--- config.mk ---
export PLATFORM = sky130hd
export DESIGN_NAME = lcd_mode_timing_flat
export DESIGN_NICKNAME = d
export VERILOG_FILES = /design/src/lcdmt_pkg.sv /design/src/lcdmt_if.sv /design/src/lcd_mode_timing.sv /design/src/flat_wrapper.sv
export SDC_FILE = /design/constraint.sdc
export NUM_CORES = 1
export LEC_CHECK = 0
export CORE_MARGIN = 4
export CORE_UTILIZATION = 63
export CTS_BUF_LIST = sky130_fd_sc_hd__clkbuf_8
export DETAILED_ROUTE_END_ITERATION = 6
export DONT_BUFFER_PORTS = 1
export PLACE_DENSITY = 0.79
export SLEW_MARGIN = 10
export SYNTH_ARGS = -nofsm -noshare
export SYNTH_HDL_FRONTEND = slang
export SYNTH_SLANG_ARGS = --single-unit
export TNS_END_PERCENT = 100
--- constraint.sdc ---
create_clock -name i_clk -period 5.1 [get_ports i_clk]
set_input_delay 1.02 -clock i_clk [delete_from_list [all_inputs] [get_ports i_clk]]
set_output_delay 1.02 -clock i_clk [all_outputs]
set_load 0.02 [all_outputs]
--- src/lcdmt_pkg.sv ---
// lcdmt_pkg: shared types and constants of the lcd mode timing block
// no dependencies; used by the channel interfaces and the top level
`timescale 1ns / 1ps

package lcdmt_pkg;

    // field widths
    localparam int unsigned CYC_W  = 8;
    localparam int unsigned LINE_W = 8;
    localparam int unsigned CTL_W  = 8;
    localparam int unsigned ENA_W  = 4;
    localparam int unsigned IDX_W  = 2;
    localparam int unsigned DATA_W = 8;

    // line timing constants
    localparam logic [LINE_W-1:0] LAST_LINE      = 8'd153;
    localparam int unsigned       OAM_START      = 376;
    localparam int unsigned       TRANSFER_START = 204;

    // lcd_control bits
    localparam int unsigned CTL_BG_EN   = 0;
    localparam int unsigned CTL_SPR_EN  = 1;
    localparam int unsigned CTL_DISP_EN = 7;

    // stat_enables bits
    localparam int unsigned ENA_MODE0 = 0;
    localparam int unsigned ENA_MODE1 = 1;
    localparam int unsigned ENA_MODE2 = 2;
    localparam int unsigned ENA_COIN  = 3;

    // register indexes
    typedef enum logic [IDX_W-1:0] {
        REG_LCD_CONTROL  = 2'd0,
        REG_STAT_ENABLES = 2'd1,
        REG_COMPARE_LINE = 2'd2,
        REG_UNUSED       = 2'd3
    } t_reg_idx;

    // lcd modes
    typedef enum logic [1:0] {
        MODE_HBLANK   = 2'd0,
        MODE_VBLANK   = 2'd1,
        MODE_OAM      = 2'd2,
        MODE_TRANSFER = 2'd3
    } t_mode;

endpackage

--- src/lcdmt_if.sv ---
// lcdmt channel interfaces: item input, result output and register write
// depends on lcdmt_pkg for field widths
`timescale 1ns / 1ps

// input channel: one request per elapsed-cycle count
interface lcdmt_in_if;
    logic                          valid;
    logic                          ready;
    logic [lcdmt_pkg::CYC_W-1:0]   elapsed_cycles;

    modport source (output valid, output elapsed_cycles, input ready);
    modport sink   (input valid, input elapsed_cycles, output ready);
endinterface

// result channel: one status request per input item
interface lcdmt_out_if;
    logic                          valid;
    logic                          ready;
    logic [1:0]                    lcd_mode;
    logic [lcdmt_pkg::LINE_W-1:0]  current_line;
    logic                          coincidence;
    logic                          stat_irq;
    logic                          vblank_irq;
    logic                          draw_strobe;
    logic                          draw_background;
    logic                          draw_sprites;
    logic [lcdmt_pkg::LINE_W-1:0]  finished_line;

    modport source (output valid, output lcd_mode, output current_line,
                    output coincidence, output stat_irq, output vblank_irq,
                    output draw_strobe, output draw_background,
                    output draw_sprites, output finished_line, input ready);
    modport sink   (input valid, input lcd_mode, input current_line,
                    input coincidence, input stat_irq, input vblank_irq,
                    input draw_strobe, input draw_background,
                    input draw_sprites, input finished_line, output ready);
endinterface

// register write channel
interface lcdmt_cfg_if;
    logic                          valid;
    logic                          ready;
    logic [lcdmt_pkg::IDX_W-1:0]   index;
    logic [lcdmt_pkg::DATA_W-1:0]  data;

    modport source (output valid, output index, output data, input ready);
    modport sink   (input valid, input index, input data, output ready);
endinterface

--- src/lcd_mode_timing.sv ---
// lcd_mode_timing: scanline counter, mode select and interrupt requests
// depends on lcdmt_pkg and the channel interfaces in lcdmt_if.sv
//
// usage: each request on i_in carries the machine cycles elapsed since the
// previous one. for every request the block returns one result on o_res:
// the mode seen before the cycles are applied, the line after the step,
// coincidence, status and vblank interrupt requests and a draw strobe for a
// finished visible line. registers are written on i_cfg (index 0
// lcd_control, 1 stat_enables, 2 compare_line, 3 ignored); i_cfg.ready is
// always high.
// timing: a request is taken into an input register, and the line state and
// result register are updated from it once the result register is empty or
// its result is being taken, so a result passes through the input register
// and then the result register. the counter/line update is one short
// combinational pass, so one request per cycle is sustained while o_res is not stalled.
// stall: while o_res is stalled one more request is held in the input
// register, then i_in.ready drops until the result is taken.
// reset: registers take their reset values, counter LINE_CYCLES, line 0,
// previous mode 0, both pipeline stages empty.
`timescale 1ns / 1ps

module lcd_mode_timing #(
    parameter int unsigned LINE_CYCLES   = 456,
    parameter int unsigned VISIBLE_LINES = 144
) (
    input  logic         i_clk,
    input  logic         i_rst_n,
    lcdmt_in_if.sink     i_in,
    lcdmt_cfg_if.sink    i_cfg,
    lcdmt_out_if.source  o_res
);
    import lcdmt_pkg::*;

    localparam int unsigned CNT_W = $clog2(LINE_CYCLES + 1);
    localparam logic [CNT_W-1:0]  CNT_RELOAD = CNT_W'(LINE_CYCLES);
    localparam logic [CNT_W-1:0]  CNT_OAM    = CNT_W'(OAM_START);
    localparam logic [CNT_W-1:0]  CNT_XFER   = CNT_W'(TRANSFER_START);
    localparam logic [LINE_W-1:0] VIS_LINE   = LINE_W'(VISIBLE_LINES);

    // configuration registers
    logic [CTL_W-1:0]  r_lcd_control;
    logic [ENA_W-1:0]  r_stat_enables;
    logic [LINE_W-1:0] r_compare_line;

    // line state
    logic [CNT_W-1:0]  r_countdown, n_countdown;
    logic [LINE_W-1:0] r_line, n_line;
    t_mode             r_prev_mode, n_prev_mode;

    // input stage
    logic              r_in_valid;
    logic [CYC_W-1:0]  r_cycles;

    // result stage
    logic              r_out_valid;
    t_mode             r_mode, n_mode;
    logic [LINE_W-1:0] r_cur_line;
    logic              r_coin, n_coin;
    logic              r_stat_irq, n_stat_irq;
    logic              r_vblank, n_vblank;
    logic              r_strobe, n_strobe;
    logic              r_bg, n_bg;
    logic              r_spr, n_spr;
    logic [LINE_W-1:0] r_finished, n_finished;

    logic advance;
    logic in_take;
    logic cfg_take;

    assign advance  = r_in_valid && (!r_out_valid || o_res.ready);
    assign in_take  = i_in.valid && i_in.ready;
    assign cfg_take = i_cfg.valid && i_cfg.ready;

    assign i_in.ready  = !r_in_valid || advance;
    assign i_cfg.ready = 1'b1;

    // step of the line state for the item in the input register
    always_comb begin
        logic mode_irq_en;
        logic [LINE_W-1:0] next_line;
        mode_irq_en = 1'b0;
        next_line   = '0;
        n_countdown = r_countdown;
        n_line      = r_line;
        n_prev_mode = r_prev_mode;
        n_mode      = MODE_VBLANK;
        n_coin      = 1'b0;
        n_stat_irq  = 1'b0;
        n_vblank    = 1'b0;
        n_strobe    = 1'b0;
        n_bg        = 1'b0;
        n_spr       = 1'b0;
        n_finished  = '0;
        if (!r_lcd_control[CTL_DISP_EN]) begin
            n_countdown = CNT_RELOAD;
            n_line      = '0;
            n_prev_mode = MODE_VBLANK;
        end else begin
            // mode from line and counter
            if (r_line >= VIS_LINE) begin
                n_mode      = MODE_VBLANK;
                mode_irq_en = r_stat_enables[ENA_MODE1];
            end else if (r_countdown >= CNT_OAM) begin
                n_mode      = MODE_OAM;
                mode_irq_en = r_stat_enables[ENA_MODE2];
            end else if (r_countdown >= CNT_XFER) begin
                n_mode      = MODE_TRANSFER;
                mode_irq_en = 1'b0;
            end else begin
                n_mode      = MODE_HBLANK;
                mode_irq_en = r_stat_enables[ENA_MODE0];
            end
            n_stat_irq  = mode_irq_en && (n_mode != r_prev_mode);
            n_prev_mode = n_mode;

            // line compare
            if (r_line == r_compare_line) begin
                n_coin = 1'b1;
                if (r_stat_enables[ENA_COIN]) begin
                    n_stat_irq = 1'b1;
                end
            end

            // counter update and end of line
            if ({{(CNT_W-CYC_W){1'b0}}, r_cycles} >= r_countdown) begin
                next_line   = (r_line >= LAST_LINE) ? '0 : r_line + 1'b1;
                n_countdown = CNT_RELOAD;
                n_line      = next_line;
                n_vblank    = (next_line == VIS_LINE);
                if (r_line < VIS_LINE) begin
                    n_strobe   = 1'b1;
                    n_bg       = r_lcd_control[CTL_BG_EN];
                    n_spr      = r_lcd_control[CTL_SPR_EN];
                    n_finished = r_line;
                end
            end else begin
                n_countdown = r_countdown - {{(CNT_W-CYC_W){1'b0}}, r_cycles};
            end
        end
    end

    // configuration writes
    always_ff @(posedge i_clk) begin
        if (!i_rst_n) begin
            r_lcd_control  <= CTL_W'(145);
            r_stat_enables <= '0;
            r_compare_line <= '0;
        end else if (cfg_take) begin
            case (t_reg_idx'(i_cfg.index))
                REG_LCD_CONTROL:  r_lcd_control  <= i_cfg.data;
                REG_STAT_ENABLES: r_stat_enables <= i_cfg.data[ENA_W-1:0];
                REG_COMPARE_LINE: r_compare_line <= i_cfg.data;
                default: ;
            endcase
        end
    end

    // control and line state
    always_ff @(posedge i_clk) begin
        if (!i_rst_n) begin
            r_in_valid  <= 1'b0;
            r_out_valid <= 1'b0;
            r_countdown <= CNT_RELOAD;
            r_line      <= '0;
            r_prev_mode <= MODE_HBLANK;
        end else begin
            if (in_take) begin
                r_in_valid <= 1'b1;
            end else if (advance) begin
                r_in_valid <= 1'b0;
            end
            if (advance) begin
                r_out_valid <= 1'b1;
                r_countdown <= n_countdown;
                r_line      <= n_line;
                r_prev_mode <= n_prev_mode;
            end else if (o_res.ready) begin
                r_out_valid <= 1'b0;
            end
        end
    end

    // payload registers
    always_ff @(posedge i_clk) begin
        if (in_take) begin
            r_cycles <= i_in.elapsed_cycles;
        end
        if (advance) begin
            r_mode     <= n_mode;
            r_cur_line <= n_line;
            r_coin     <= n_coin;
            r_stat_irq <= n_stat_irq;
            r_vblank   <= n_vblank;
            r_strobe   <= n_strobe;
            r_bg       <= n_bg;
            r_spr      <= n_spr;
            r_finished <= n_finished;
        end
    end

    // result channel
    assign o_res.valid           = r_out_valid;
    assign o_res.lcd_mode        = r_mode;
    assign o_res.current_line    = r_cur_line;
    assign o_res.coincidence     = r_coin;
    assign o_res.stat_irq        = r_stat_irq;
    assign o_res.vblank_irq      = r_vblank;
    assign o_res.draw_strobe     = r_strobe;
    assign o_res.draw_background = r_bg;
    assign o_res.draw_sprites    = r_spr;
    assign o_res.finished_line   = r_finished;

endmodule
--- src/flat_wrapper.sv ---
// flat-port wrapper written by rule: the top's interface ports become plain ports
module lcd_mode_timing_flat import lcdmt_pkg::*;
#(
    parameter int unsigned LINE_CYCLES   = 456,
    parameter int unsigned VISIBLE_LINES = 144
)
  (i_clk, i_rst_n, i_in_valid, i_in_elapsed_cycles, i_in_ready, i_cfg_valid, i_cfg_index, i_cfg_data, i_cfg_ready, o_res_valid, o_res_lcd_mode, o_res_current_line, o_res_coincidence, o_res_stat_irq, o_res_vblank_irq, o_res_draw_strobe, o_res_draw_background, o_res_draw_sprites, o_res_finished_line, o_res_ready);
  lcdmt_in_if i_in_i ();
  lcdmt_cfg_if i_cfg_i ();
  lcdmt_out_if o_res_i ();
  input  logic i_clk;
  input  logic i_rst_n;
  input wire logic [$bits(i_in_i.valid)-1:0] i_in_valid;
  input wire logic [$bits(i_in_i.elapsed_cycles)-1:0] i_in_elapsed_cycles;
  output wire logic [$bits(i_in_i.ready)-1:0] i_in_ready;
  input wire logic [$bits(i_cfg_i.valid)-1:0] i_cfg_valid;
  input wire logic [$bits(i_cfg_i.index)-1:0] i_cfg_index;
  input wire logic [$bits(i_cfg_i.data)-1:0] i_cfg_data;
  output wire logic [$bits(i_cfg_i.ready)-1:0] i_cfg_ready;
  output wire logic [$bits(o_res_i.valid)-1:0] o_res_valid;
  output wire logic [$bits(o_res_i.lcd_mode)-1:0] o_res_lcd_mode;
  output wire logic [$bits(o_res_i.current_line)-1:0] o_res_current_line;
  output wire logic [$bits(o_res_i.coincidence)-1:0] o_res_coincidence;
  output wire logic [$bits(o_res_i.stat_irq)-1:0] o_res_stat_irq;
  output wire logic [$bits(o_res_i.vblank_irq)-1:0] o_res_vblank_irq;
  output wire logic [$bits(o_res_i.draw_strobe)-1:0] o_res_draw_strobe;
  output wire logic [$bits(o_res_i.draw_background)-1:0] o_res_draw_background;
  output wire logic [$bits(o_res_i.draw_sprites)-1:0] o_res_draw_sprites;
  output wire logic [$bits(o_res_i.finished_line)-1:0] o_res_finished_line;
  input wire logic [$bits(o_res_i.ready)-1:0] o_res_ready;
  assign i_in_i.valid = i_in_valid;
  assign i_in_i.elapsed_cycles = i_in_elapsed_cycles;
  assign i_in_ready = i_in_i.ready;
  assign i_cfg_i.valid = i_cfg_valid;
  assign i_cfg_i.index = i_cfg_index;
  assign i_cfg_i.data = i_cfg_data;
  assign i_cfg_ready = i_cfg_i.ready;
  assign o_res_valid = o_res_i.valid;
  assign o_res_lcd_mode = o_res_i.lcd_mode;
  assign o_res_current_line = o_res_i.current_line;
  assign o_res_coincidence = o_res_i.coincidence;
  assign o_res_stat_irq = o_res_i.stat_irq;
  assign o_res_vblank_irq = o_res_i.vblank_irq;
  assign o_res_draw_strobe = o_res_i.draw_strobe;
  assign o_res_draw_background = o_res_i.draw_background;
  assign o_res_draw_sprites = o_res_i.draw_sprites;
  assign o_res_finished_line = o_res_i.finished_line;
  assign o_res_i.ready = o_res_ready;
  lcd_mode_timing #(.LINE_CYCLES(LINE_CYCLES), .VISIBLE_LINES(VISIBLE_LINES)) u_core (.i_clk(i_clk), .i_rst_n(i_rst_n), .i_in(i_in_i), .i_cfg(i_cfg_i), .o_res(o_res_i));
endmodule
* Word level (Yosys, flattened, before mapping)
Cells that the tools add are included.
** Storage, ports and cells
- Register bits after elaboration :: 73
- Bits in latches :: 0
- Bits in writable memories :: 0
- ROM bits :: 0
- Input bits :: 23
- Output and inout port bits :: 27
- Logic and storage cells :: 68
- Memories kept :: 0
** Cells by class
- Add/subtract/negate cells :: 2
- Multipliers :: 0
- Divide/modulo/power cells :: 0
- Magnitude comparators :: 6
- Equality and inequality tests :: 5
- Shift operators :: 0
- Mux-type cells :: 22
- Bitwise operators :: 0
- Reductions and logical operators :: 15
** Operators with widths (count)
- two-way mux 8 bit :: 3
- two-way mux 9 bit :: 2
- >= comparator 8 bit (second input constant) :: 2
- two-way mux 1 bit :: 12
- two-way mux 2 bit :: 5
- >= comparator 8 x 9 -> 1 bit :: 1
- >= comparator 9 x 8 -> 1 bit (second input constant) :: 1
- >= comparator 9 bit (second input constant) :: 1
- subtractor 9 x 8 -> 9 bit :: 1
- adder 8 x 1 -> 8 bit (second input constant) :: 1
- equality test 8 bit :: 1
- equality test 8 bit (second input constant) :: 1
- less-than comparator 8 bit (second input constant) :: 1
- AND reduction 2 bit :: 4
- nonzero test 2 bit :: 2
- logical AND 1 bit :: 3
- AND reduction 3 bit :: 1
- equality test 2 x 1 -> 1 bit (second input constant) :: 1
- equality test 2 bit (second input constant) :: 1
- zero test 1 bit :: 2
- zero test 2 bit :: 1
- logical OR 1 bit :: 2
- != test 2 bit :: 1

* Depth between registers and ports, before layout
Gate-level depths: netlist of the first run.
- Depth after elaboration :: 9
- Depth in mapped cells :: 11

* Least setup slack after synthesis of the first run
OpenSTA, ideal clock, no wires.
- Path type :: input-to-reg
- From :: input port o_res_ready
- To :: register u_core.r_countdown[0]
- Library setup time :: 0.115 ns
- Data arrival time :: 2.638 ns
- Required time :: 4.985 ns
- Path slack :: 2.347 ns
- Stages :: 6
- Buffers on the path :: 1
- Path through :: nand2b_1 -> nand2_1 -> inv_1 -> clkbuf_1 -> o32ai_1 -> and2_1
** On the way
- Cells in the longest elaborated chain, start to end :: 2
** Ends and longest elaborated chain
- start: declaration :: line flat_wrapper.sv:30 : input wire logic [$bits(o_res_i.ready)-1:0] o_res_ready;
- logical OR 1 bit :: line lcd_mode_timing.sv:70 : assign advance = r_in_valid && (!r_out_valid || o_res.ready);
- logical AND 1 bit :: line lcd_mode_timing.sv:70
- net u_core.advance :: line lcd_mode_timing.sv:66 : logic advance;
- end signal: assignment :: line lcd_mode_timing.sv:174 : r_countdown <= n_countdown;
- end: declaration :: line lcd_mode_timing.sv:46 : logic [CNT_W-1:0] r_countdown, n_countdown;
The timed path passes the listed nets, and every way through them passes these cells.
A chain may end at the register's enable or synchronous reset.

* Worst setup path after layout of the first run
- From :: register u_core.r_countdown[6]
- To :: register u_core.r_vblank (netlist: u_core.o_res.vblank_irq) (data pin)
** On the way
- Cells in the longest elaborated chain, start to end :: 2
** Ends and longest elaborated chain
- >= comparator 8 x 9 -> 1 bit :: line lcd_mode_timing.sv:125 : if ({{(CNT_W-CYC_W){1'b0}}, r_cycles} >= r_countdown) begin
- AND reduction 2 bit (no line)
- end signal: assignment :: line lcd_mode_timing.sv:193 : r_vblank <= n_vblank;
- end: declaration :: line lcd_mode_timing.sv:60 : logic r_vblank, n_vblank;
No other way between the ends.

==> results.cfg, run 1 <==
[worst_setup_path]
r2r-start = u_core.r_countdown[6]
crit_fanout = 5
crit_cells = 7
worstPathBufferInverterCount = 0
start_kind = register
reg2reg_to = u_core.o_res.vblank_irq
crit_type = register to register
critPathTopFamily = compound AO/OA/AOI/OAI gates
cp_cell_sequence = ha_1 > a21o_1 > a211oi_2 > a21oi_1 > a21oi_1 > o21ai_0 > nor4_1
reg2reg_slack_ns = 2.52
crit_start = u_core.r_countdown[6]
max_stage_delay_ns = 0.41
crit_top_cell = a21oi_1
crit_arrival_ns = 2.71
end_kind = register
cp-endpoint = u_core.o_res.vblank_irq
worstRegToRegCells = 7
required_ns = 5.24
slowest_stage = dfxtp_1

[yosys]
synth_edf_count = 32
synthSimpleGateAreaFrac = 0.1866
postSynthCellCount = 334
ys_types = 55
avgSynthCellArea_sq_um = 10.24
synthXorXnorAreaFrac = 0.04354
synth_largest_area_cell = edfxtp_1
syn_nets = 369
synth_adder_area_share = 0.04610
synth_top_area_share = 0.2810
synthArstFlopShare = 0
synth_area_sq_um = 3420
ys_ff_latch = 68
synth.area.mux_share = 0.05306
synth_area_leaders = edfxtp_1, dfxtp_1, mux2i_1, nor2b_1, ha_1
synth_ff_type = dfxtp_1
ys_warn_count = 0
synth_top_family_by_area = simple AND/OR/NAND/NOR gates
yosysSeqAreaShare = 0.4918
synth_compound_area_frac = 0.1365

[outcome]
status = complete, no violations

[die]
dieArea_sq_um = 6671
dieWidth_um = 81.68
die_height_um = 81.68
core-area_sq_um = 5172
initial_core_util = 0.6611
io_pins = 50
rows = 26

[finish]
layout_common_cells = dfxtp_1, nand2_1, edfxtp_1
post-route-util = 0.7000
multi_input_comb_area_sq_um = 1597
area.sequential_sq_um = 1682
final_nets = 364
area_growth_pct = 5.891
drive_gt1_frac = 0.08084
layout_commonest_cell = dfxtp_1
antennaDiodeCount = 0
nFillCells = 373

[clock_tree]
hold_buffers = 0
root_buffer = clkbuf_8
clk_pin_slew_ns = 0.08
cts_buffers = 9
cts_max_path_buffers = 2
ctsResizeCount = 0
cts_sinks = 68
clock_latency_ns = 0.34
post_cts_buffers = 0
cts_tree = done
htreeDepth = 3

[global_route]
grt_pass1_vias = 2254
grt_pass1_wl_um = 10700
grt_max_degree = 37
track_usage = 0.2120
grt_overflow = 0
antenna_found_initial = 0

[sta]
skew_ns = 0.01395
worst_pin_slew_ns = 0.6683
rsz0062_at_grt = false
maxSlewHeadroom = 0.5538
fin_setup_tns_ns = 0
holdWs_ns = 0.4850
setup_viol = 0
timing.final.crit_share = 0.5056
fmax_ghz = 0.3878
fin_crit_ns = 2.579
hold_viol_final = 0
slew_viol_final = 0

[placement]
dp_hpwl_um = 4632
globalplace.congestion = 0.9091
port-buffer-count = 0

[power_and_ir_drop]
p_seq_frac = 0.524
p_int_w = 0.0008851
p_leak_nw = 1.383
power_density_nw_per_um2 = 332.7
ir_worst_vdd_mv = 0.2682
switchingPower_w = 0.0003195
combPwrFrac = 0.118
p_sw_frac = 0.2652
p_clk_frac = 0.357

[drt]
wl_per_cell_um = 16.54
drc = 0
drt_first_pass_iters = 4
drt_wl_total_um = 6682
vias = 2403
via_per_inst = 5.948
initialDrtViolationCount = 139
ant_nets = 0

[worst_hold_path]
hold_class = register to register

[job]
drv_cap = 0
==> cell usage after synthesis (3+ instances only) <==
cell type	instances
ha_1	11
a21boi_0	10
mux2i_1	17
and2_1	11
o211ai_1	3
dfxtp_1	36
o31ai_1	4
inv_1	15
or2_2	3
o22ai_1	4
nor2_1	13
xnor2_1	11
or3_1	3
nand3b_1	3
nand3_1	6
o21ai_0	7
nor3_1	8
nand4_1	5
nand2_1	34
nor2b_1	24
a31oi_1	3
a21oi_1	9
edfxtp_1	32
a21o_1	3
clkbuf_1	12
xor2_1	6
o32ai_1	4
==> per-stage QoR <==
step           area [sq um]  total power (W)  cells  worst slack (ns)
4_1_cts                3621         0.001209    404             2.609
5_1_grt                3621         0.001251    404             2.378
3_5_place_dp           3430        0.0007844    388             2.599
6_report               3621         0.001205    404             2.521
3_3_place_gp           3430        0.0007803    388             2.608
2_1_floorplan          3420        0.0007609    334             2.347
==> cell type report <==
| cell class | instances | area share |
|---|---|---|
| Clock inverter | 7 | 0.01866 |
| Inverter | 15 | 0.01555 |
| Clock buffer | 9 | 0.03421 |
| Tap cell | 70 | 0.02419 |
| Multi-Input combinational cell | 234 | 0.4409 |
| Timing Repair Buffer | 1 | 0.002073 |
| Sequential cell | 68 | 0.4644 |
==> power by group through the flow <==
stage | Sequential, W | Combinational, W | Clock [W]
after floorplan | 0.000637 | 0.000124 | 0
after global placement | 0.000643 | 0.000137 | 0
final | 0.000632 | 0.000143 | 0.000430
after global routing | 0.000634 | 0.000159 | 0.000457
after detailed placement | 0.000644 | 0.000141 | 0
after CTS | 0.000632 | 0.000143 | 0.000434
==> how the worst min path moves through the flow <==
stage	cells after the start	end	from
2_1_floorplan	2	u_core.r_lcd_control[0]	u_core.r_lcd_control[0]
3_3_place_gp	2	u_core.r_lcd_control[0]	u_core.r_lcd_control[0]
3_5_place_dp	2	u_core.r_lcd_control[0]	u_core.r_lcd_control[0]
4_1_cts	2	u_core.r_lcd_control[0]	u_core.r_lcd_control[0]
5_1_grt	2	u_core.r_lcd_control[0]	u_core.r_lcd_control[0]
6_report	2	u_core.r_lcd_control[0]	u_core.r_lcd_control[0]
==> kinds of logic after synthesis <==
logic type | after synthesis
buffers and inverters | 32
and+or+nand+nor | 121
xor gates and xnor gates | 17
AOI/OAI and AO/OA | 65
DFF | 68
muxes | 18
other | 1
adders and majority gates | 12
==> state kept, by name (all words and copies together) (netlist names), 2 cells and up <==
| signal | flops |
|---|---|
| u_core.o_res.current_line | 8 |
| u_core.o_res.finished_line | 8 |
| u_core.o_res.lcd_mode | 2 |
| u_core.r_compare_line | 8 |
| u_core.r_countdown | 9 |
| u_core.r_cycles | 8 |
| u_core.r_lcd_control | 3 |
| u_core.r_line | 8 |
| u_core.r_prev_mode | 2 |
| u_core.r_stat_enables | 4 |
==> per-layer routing <==
| layer | GRT usage | share of wire | vias up |
|---|---|---|---|
| li1 | - | - | 1172 |
| met1 | 0.2639 | 0.44 | 1116 |
| met3 | 0.06031 | 0.051 | 16 |
| met5 | 0 | 0 | - |
| met2 | 0.3518 | 0.49 | 99 |
| met4 | 0.07641 | 0.022 | 0 |
==> worst register-to-register path: stages (launching register included) <==
cell and delay [ns]:
dfxtp_1 0.41, ha_1 0.33, a21o_1 0.22, a211oi_2 0.31, a21oi_1 0.21, a21oi_1 0.37, o21ai_0 0.23, nor4_1 0.32
Note: power is estimated with default switching activity, not from simulation.
==> run 2, diff against run 1 <==
==> constraint.sdc (replaced) <==
create_clock -name i_clk -period 2.4 [get_ports i_clk]
set_input_delay 0.48 -clock i_clk [delete_from_list [all_inputs] [get_ports i_clk]]
set_output_delay 0.48 -clock i_clk [all_outputs]
set_load 0.02 [all_outputs]
==> results.cfg, run 2 (synthesis results as in run 1) <==
[job]
drv_cap = 0

[sta]
skew_ns = 0.008374
fmax_ghz = 0.4238
rsz0062_at_grt = true
setup_viol = 0
slew_viol_final = 0
timing.final.crit_share = 0.9833
finalWorstSetupSlack_ns = 0.04016
fin_crit_ns = 2.360
worst_pin_slew_ns = 0.5858
maxSlewHeadroom = 0.6086
hold_viol_final = 0

[global_route]
grt_max_degree = 37
grt_pass1_wl_um = 11410
track_usage = 0.2294
grt_overflow = 0
grt_pass1_vias = 2361
antenna_found_initial = 0

[clock_tree]
htreeDepth = 3
cts_tree = done
cts_sinks = 68
root_buffer = clkbuf_8
cts_max_path_buffers = 2
clock_latency_ns = 0.35
cts_buffers = 9
clk_pin_slew_ns = 0.08

[worst_setup_path]
crit_start = u_core.r_countdown[6]
max_stage_delay_ns = 0.41
reg2reg_slack_ns = 0.04
crit_top_cell = buf_4
worstRegToRegCells = 10
cp-endpoint = u_core.o_res.current_line[7]
crit_fanout = 6
start_kind = register
crit_type = register to register
end_kind = register
crit_arrival_ns = 2.54
required_ns = 2.58
r2r-start = u_core.r_countdown[6]
reg2reg_to = u_core.o_res.current_line[7]
cp_cell_sequence = ha_1 > buf_4 > nand4b_1 > nor3_1 > a21oi_2 > and2_4 > buf_4 > buf_4 > nand2_1 > a21boi_1
slowest_stage = dfxtp_1

[die]
rows = 26
io_pins = 50
core-area_sq_um = 5172
die_height_um = 81.68
dieWidth_um = 81.68
initial_core_util = 0.6611
dieArea_sq_um = 6671

[finish]
post-route-util = 0.7392
largest_register = u_core.r_countdown
final_nets = 379
area_growth_pct = 11.82
antennaDiodeCount = 0
largest_reg_flops = 9
layout_common_cells = dfxtp_1, nand2_1, edfxtp_1
fin_cells = 419
postLayoutCellArea_sq_um = 3824
drive_gt1_frac = 0.1404
layout_commonest_cell = dfxtp_1

[drt]
drc = 0
initialDrtViolationCount = 249
wl_per_cell_um = 17.27
via_per_inst = 6.033
vias = 2528
drt_wl_total_um = 7237
ant_nets = 0
drt_first_pass_iters = 5

[power_and_ir_drop]
ir_worst_vdd_mv = 0.6363
combPwrFrac = 0.130
p_seq_frac = 0.486
p_int_w = 0.002029
power_density_nw_per_um2 = 719.6
switchingPower_w = 0.0007231
p_clk_frac = 0.384
p_leak_nw = 1.470
power_w = 0.002752
p_sw_frac = 0.2628

[placement]
dp_slack_ns = 0.08088
placed_cells = 394
dp_hpwl_um = 4616
port-buffer-count = 0
place_area_sq_um = 3475
globalplace.congestion = 0.8817

[worst_hold_path]
hold_class = input port to register

[outcome]
status = complete, no violations
-- run 2: cell types whose count changed in the layout (fill, tap and decap cells not counted), moves of 2 or more --
cell | previous run | this run
a21oi_1 | 9 | 7
a211oi_4 | 0 | 2
buf_4 | 1 | 15
a21oi_2 | 0 | 2
-- run 2: critical path: cells and delay by family, from the launching register on --
| kind | cells | cell delay (ns) |
|---|---|---|
| AO/OA/AOI/OAI | 2 | 0.56 |
| adder cells (fa/ha/maj) | 1 | 0.27 |
| AND/OR/NAND/NOR | 4 | 0.56 |
| flip-flops | 1 | 0.41 |
| buffers and inverters | 3 | 0.40 |
-- run 2: power groups by stage --
stage | combinational (W) | clock [W] | sequential [W]
detailed placement | 0.000309 | 0 | 0.00136
global route | 0.000397 | 0.00114 | 0.00134
global placement | 0.000307 | 0 | 0.00136
floorplan | 0.000264 | 0 | 0.00135
CTS | 0.000313 | 0.00107 | 0.00134
finish | 0.000358 | 0.00106 | 0.00134
-- run 2: worst min path at each step --
stage | start | endpoint | cells past startpoint
after global routing | i_rst_n | u_core.r_lcd_control[7] | 1
after detailed placement | u_core.r_lcd_control[0] | u_core.r_lcd_control[0] | 2
final | i_rst_n | u_core.r_lcd_control[0] | 1
after floorplan | u_core.r_lcd_control[0] | u_core.r_lcd_control[0] | 2
after global placement | u_core.r_lcd_control[0] | u_core.r_lcd_control[0] | 2
after CTS | i_rst_n | u_core.r_countdown[7] | 1
-- run 2: final cells by class --
| class | count | area [sq um] |
|---|---|---|
| clock buffers | 9 | 123.9 |
| clock inverters | 7 | 98.84 |
| fillers | 354 | 1349 |
| inverters | 15 | 56.30 |
| multi-input cells | 235 | 1663 |
| flip-flops and latches | 68 | 1682 |
| well taps | 70 | 87.58 |
| repair buffers | 15 | 112.6 |
-- run 2: repair_timing --
item,4_1_cts,5_1_grt
gates cloned,0,1
hold buffers,0,0
setup endpoints to repair,1,12
resized for setup,1,10
pin swaps,0,2
buffers inserted,0,8
-- run 2: stage by stage --
step	hold WS (ns)	setup TNS (ns)
final	0.2010	0
after global routing	0.1776	-0.1998
after CTS	0.1769	0
after detailed placement	0.4587	0
after global placement	0.4583	0
after floorplan	0.4327	0
-- run 2: layer usage --
layer | track usage | wire length (um) | vias to the layer above
met5 | 0 | 0 | -
met4 | 0.1296 | 245 | 0
met3 | 0.04605 | 394 | 31
met2 | 0.3664 | 3452 | 113
met1 | 0.2906 | 3145 | 1181
li1 | - | - | 1203
==> run 3, diff against run 2 <==
--- a/config.mk
+++ b/config.mk
@@ -5,6 +5,7 @@
 export SDC_FILE = /design/constraint.sdc
 export NUM_CORES = 1
 export LEC_CHECK = 0
+export ABC_AREA = 1
 export CORE_MARGIN = 4
 export CORE_UTILIZATION = 63
 export CTS_BUF_LIST = sky130_fd_sc_hd__clkbuf_8
==> results.cfg, run 3 <==
[clock_tree]
clock_latency_ns = 0.34
post_cts_buffers = 0
cts_sinks = 68
clk_pin_slew_ns = 0.07
cts_tree = done
cts_max_path_buffers = 2
htreeDepth = 3
cts_buffers = 9
root_buffer = clkbuf_8

[yosys]
synth_area_sq_um = 3458
ys_ff_latch = 68
synthTopCellsByCount = nand2_1, inv_1, nor2_1
synth.most_common_cell = nand2_1
avgSynthCellArea_sq_um = 7.968
synthArstFlopShare = 0
syn_nets = 469
ys_types = 31
ys_warn_count = 0
synth_top_area_share = 0.2779
synth_area_leaders = edfxtp_1, dfxtp_1, nand2_1, inv_1, nor2_1
postSynthCellCount = 434
synth_largest_area_cell = edfxtp_1
yosysSeqAreaShare = 0.4863
synth_edf_count = 32
synth_ff_type = dfxtp_1

[sta]
worst_pin_slew_ns = 0.6718
maxSlewHeadroom = 0.5487
timing.final.crit_share = 0.8801
fin_crit_ns = 2.112
skew_ns = 0.01191
slew_viol_final = 0
rsz0062_at_grt = false
hold_viol_final = 0
fmax_ghz = 0.4734
fin_setup_tns_ns = 0
setup_viol = 0
finalWorstSetupSlack_ns = 0.2877

[die]
die_height_um = 82.09
dieWidth_um = 82.09
io_pins = 50
core-area_sq_um = 5205
initial_core_util = 0.6644
rows = 26
dieArea_sq_um = 6739

[finish]
postLayoutCellArea_sq_um = 3756
layout_commonest_cell = nand2_1
final_nets = 473
antennaDiodeCount = 0
largest_reg_flops = 9
drive_gt1_frac = 0.06998
layout_common_cells = nand2_1, inv_1, nor2_1
area_growth_pct = 8.611
multi_input_comb_area_sq_um = 1474
area.sequential_sq_um = 1682
largest_register = u_core.r_countdown
nFillCells = 405

[drt]
drc = 0
wl_met3_um = 329
drt_wl_total_um = 7510
via_per_inst = 5.558
initialDrtViolationCount = 231
drt_first_pass_iters = 5
vias = 2851
top_layer = met4
wl_met2_um = 3697
ant_nets = 0
wl_per_cell_um = 14.64
wl_met1_um = 3236

[power_and_ir_drop]
p_seq_frac = 0.495
power_density_nw_per_um2 = 736.7
p_int_w = 0.002008
ir_worst_vdd_mv = 0.5759
p_sw_frac = 0.2744
combPwrFrac = 0.137
p_leak_nw = 1.687
switchingPower_w = 0.0007592
p_clk_frac = 0.368

[placement]
globalplace.congestion = 0.9120
dp_hpwl_um = 5572
port-buffer-count = 0
dp_slack_ns = 0.2273
place_area_sq_um = 3538

[job]
drv_cap = 0

[global_route]
track_usage = 0.2462
grt_max_degree = 29
grt_pass1_wl_um = 12330
grt_overflow = 0
antenna_found_initial = 0
grt_pass1_vias = 2676

[worst_hold_path]
hold_class = input port to register

[outcome]
status = complete, no violations

[worst_setup_path]
required_ns = 2.63
crit_fanout = 10
start_kind = register
end_kind = register
crit_arrival_ns = 2.35
crit_type = register to register
## run 3: cell types whose count changed after synthesis, sizes merged, moves of 5 or more
| cell | change |
|---|---|
| nand2 | +57 |
| inv | +48 |
| nor2 | +40 |
| nand3 | +29 |
| a21oi | +25 |
| nor2b | -24 |
| mux2i | -17 |
| o21ai | +17 |
| and2 | -13 |
| a21boi | -12 |
| nand4 | +10 |
| clkbuf | -5 |
## run 3: layer usage
layer  track usage  up-vias
met3       0.04772       26
met2        0.4095      113
li1              -     1419
met1        0.3070     1293
met4        0.1196        0
met5             0        -
## run 3: path summary, 6_finish.rpt
path                       startpoint  slack, ns  cells after the start                  endpoint
min                           i_rst_n       0.21                      1     u_core.r_countdown[3]
max                u_core.r_cycles[2]       0.29                     12     u_core.r_countdown[3]
min reg2reg  u_core.r_stat_enables[2]       0.46                      2  u_core.r_stat_enables[2]
max reg2reg        u_core.r_cycles[2]       0.29                     12     u_core.r_countdown[3]
## run 3: critical path, cell delays in order (launching register included)
cell and delay, ns:
edfxtp_1 0.34, inv_1 0.05, ha_1 0.34, nand3_1 0.13, nor2_1 0.19, nand2_1 0.09
nand3_2 0.19, nand2_2 0.12, buf_4 0.19, nor2_2 0.16, nand2_1 0.07, o21ai_0 0.07
nand2_1 0.06
## run 3: cell type report
| type | instances | share of cell area |
|---|---|---|
| clock inverters | 7 | 0.02432 |
| inverters | 64 | 0.06396 |
| flip-flops and latches | 68 | 0.4477 |
| repair buffers | 6 | 0.01532 |
| clock buffers | 9 | 0.03298 |
| well taps | 70 | 0.02332 |
| multi-input cells | 289 | 0.3924 |
## run 3: logic make-up after synthesis
family,after synthesis,synth area share
DFF,68,0.4863
buffers and inverters,77,0.08828
adders and majority gates,12,0.04559
xor gates and xnor gates,10,0.02533
AOI/OAI and AO/OA,62,0.09226
other,1,0.001084
and+or+nand+nor,204,0.2612
## run 3: power by group through the flow
| stage | clock, W | sequential [W] | combinational (W) |
|---|---|---|---|
| 2_1_floorplan | 0 | 0.00138 | 0.000303 |
| 3_3_place_gp | 0 | 0.00139 | 0.000367 |
| 3_5_place_dp | 0 | 0.00140 | 0.000374 |
| 4_1_cts | 0.00103 | 0.00137 | 0.000377 |
| 5_1_grt | 0.00109 | 0.00138 | 0.000438 |
| 6_report | 0.00102 | 0.00137 | 0.000380 |
## run 3: metrics by stage
stage | cells | util | power, W | hold WS, ns
2_1_floorplan | 434 | - | 0.001680 | 0.4298
3_3_place_gp | 497 | 0.6798 | 0.001762 | 0.4448
3_5_place_dp | 497 | 0.6798 | 0.001770 | 0.4509
4_1_cts | 513 | 0.7212 | 0.002776 | 0.1997
5_1_grt | 513 | 0.7216 | 0.002900 | 0.1966
6_report | 513 | 0.7216 | 0.002767 | 0.2077
## run 3: repair_timing
| action | CTS | global route |
|---|---|---|
| setup endpoints to repair | 0 | 1 |
| hold buffers | 0 | 0 |
| resized for setup | 0 | 1 |
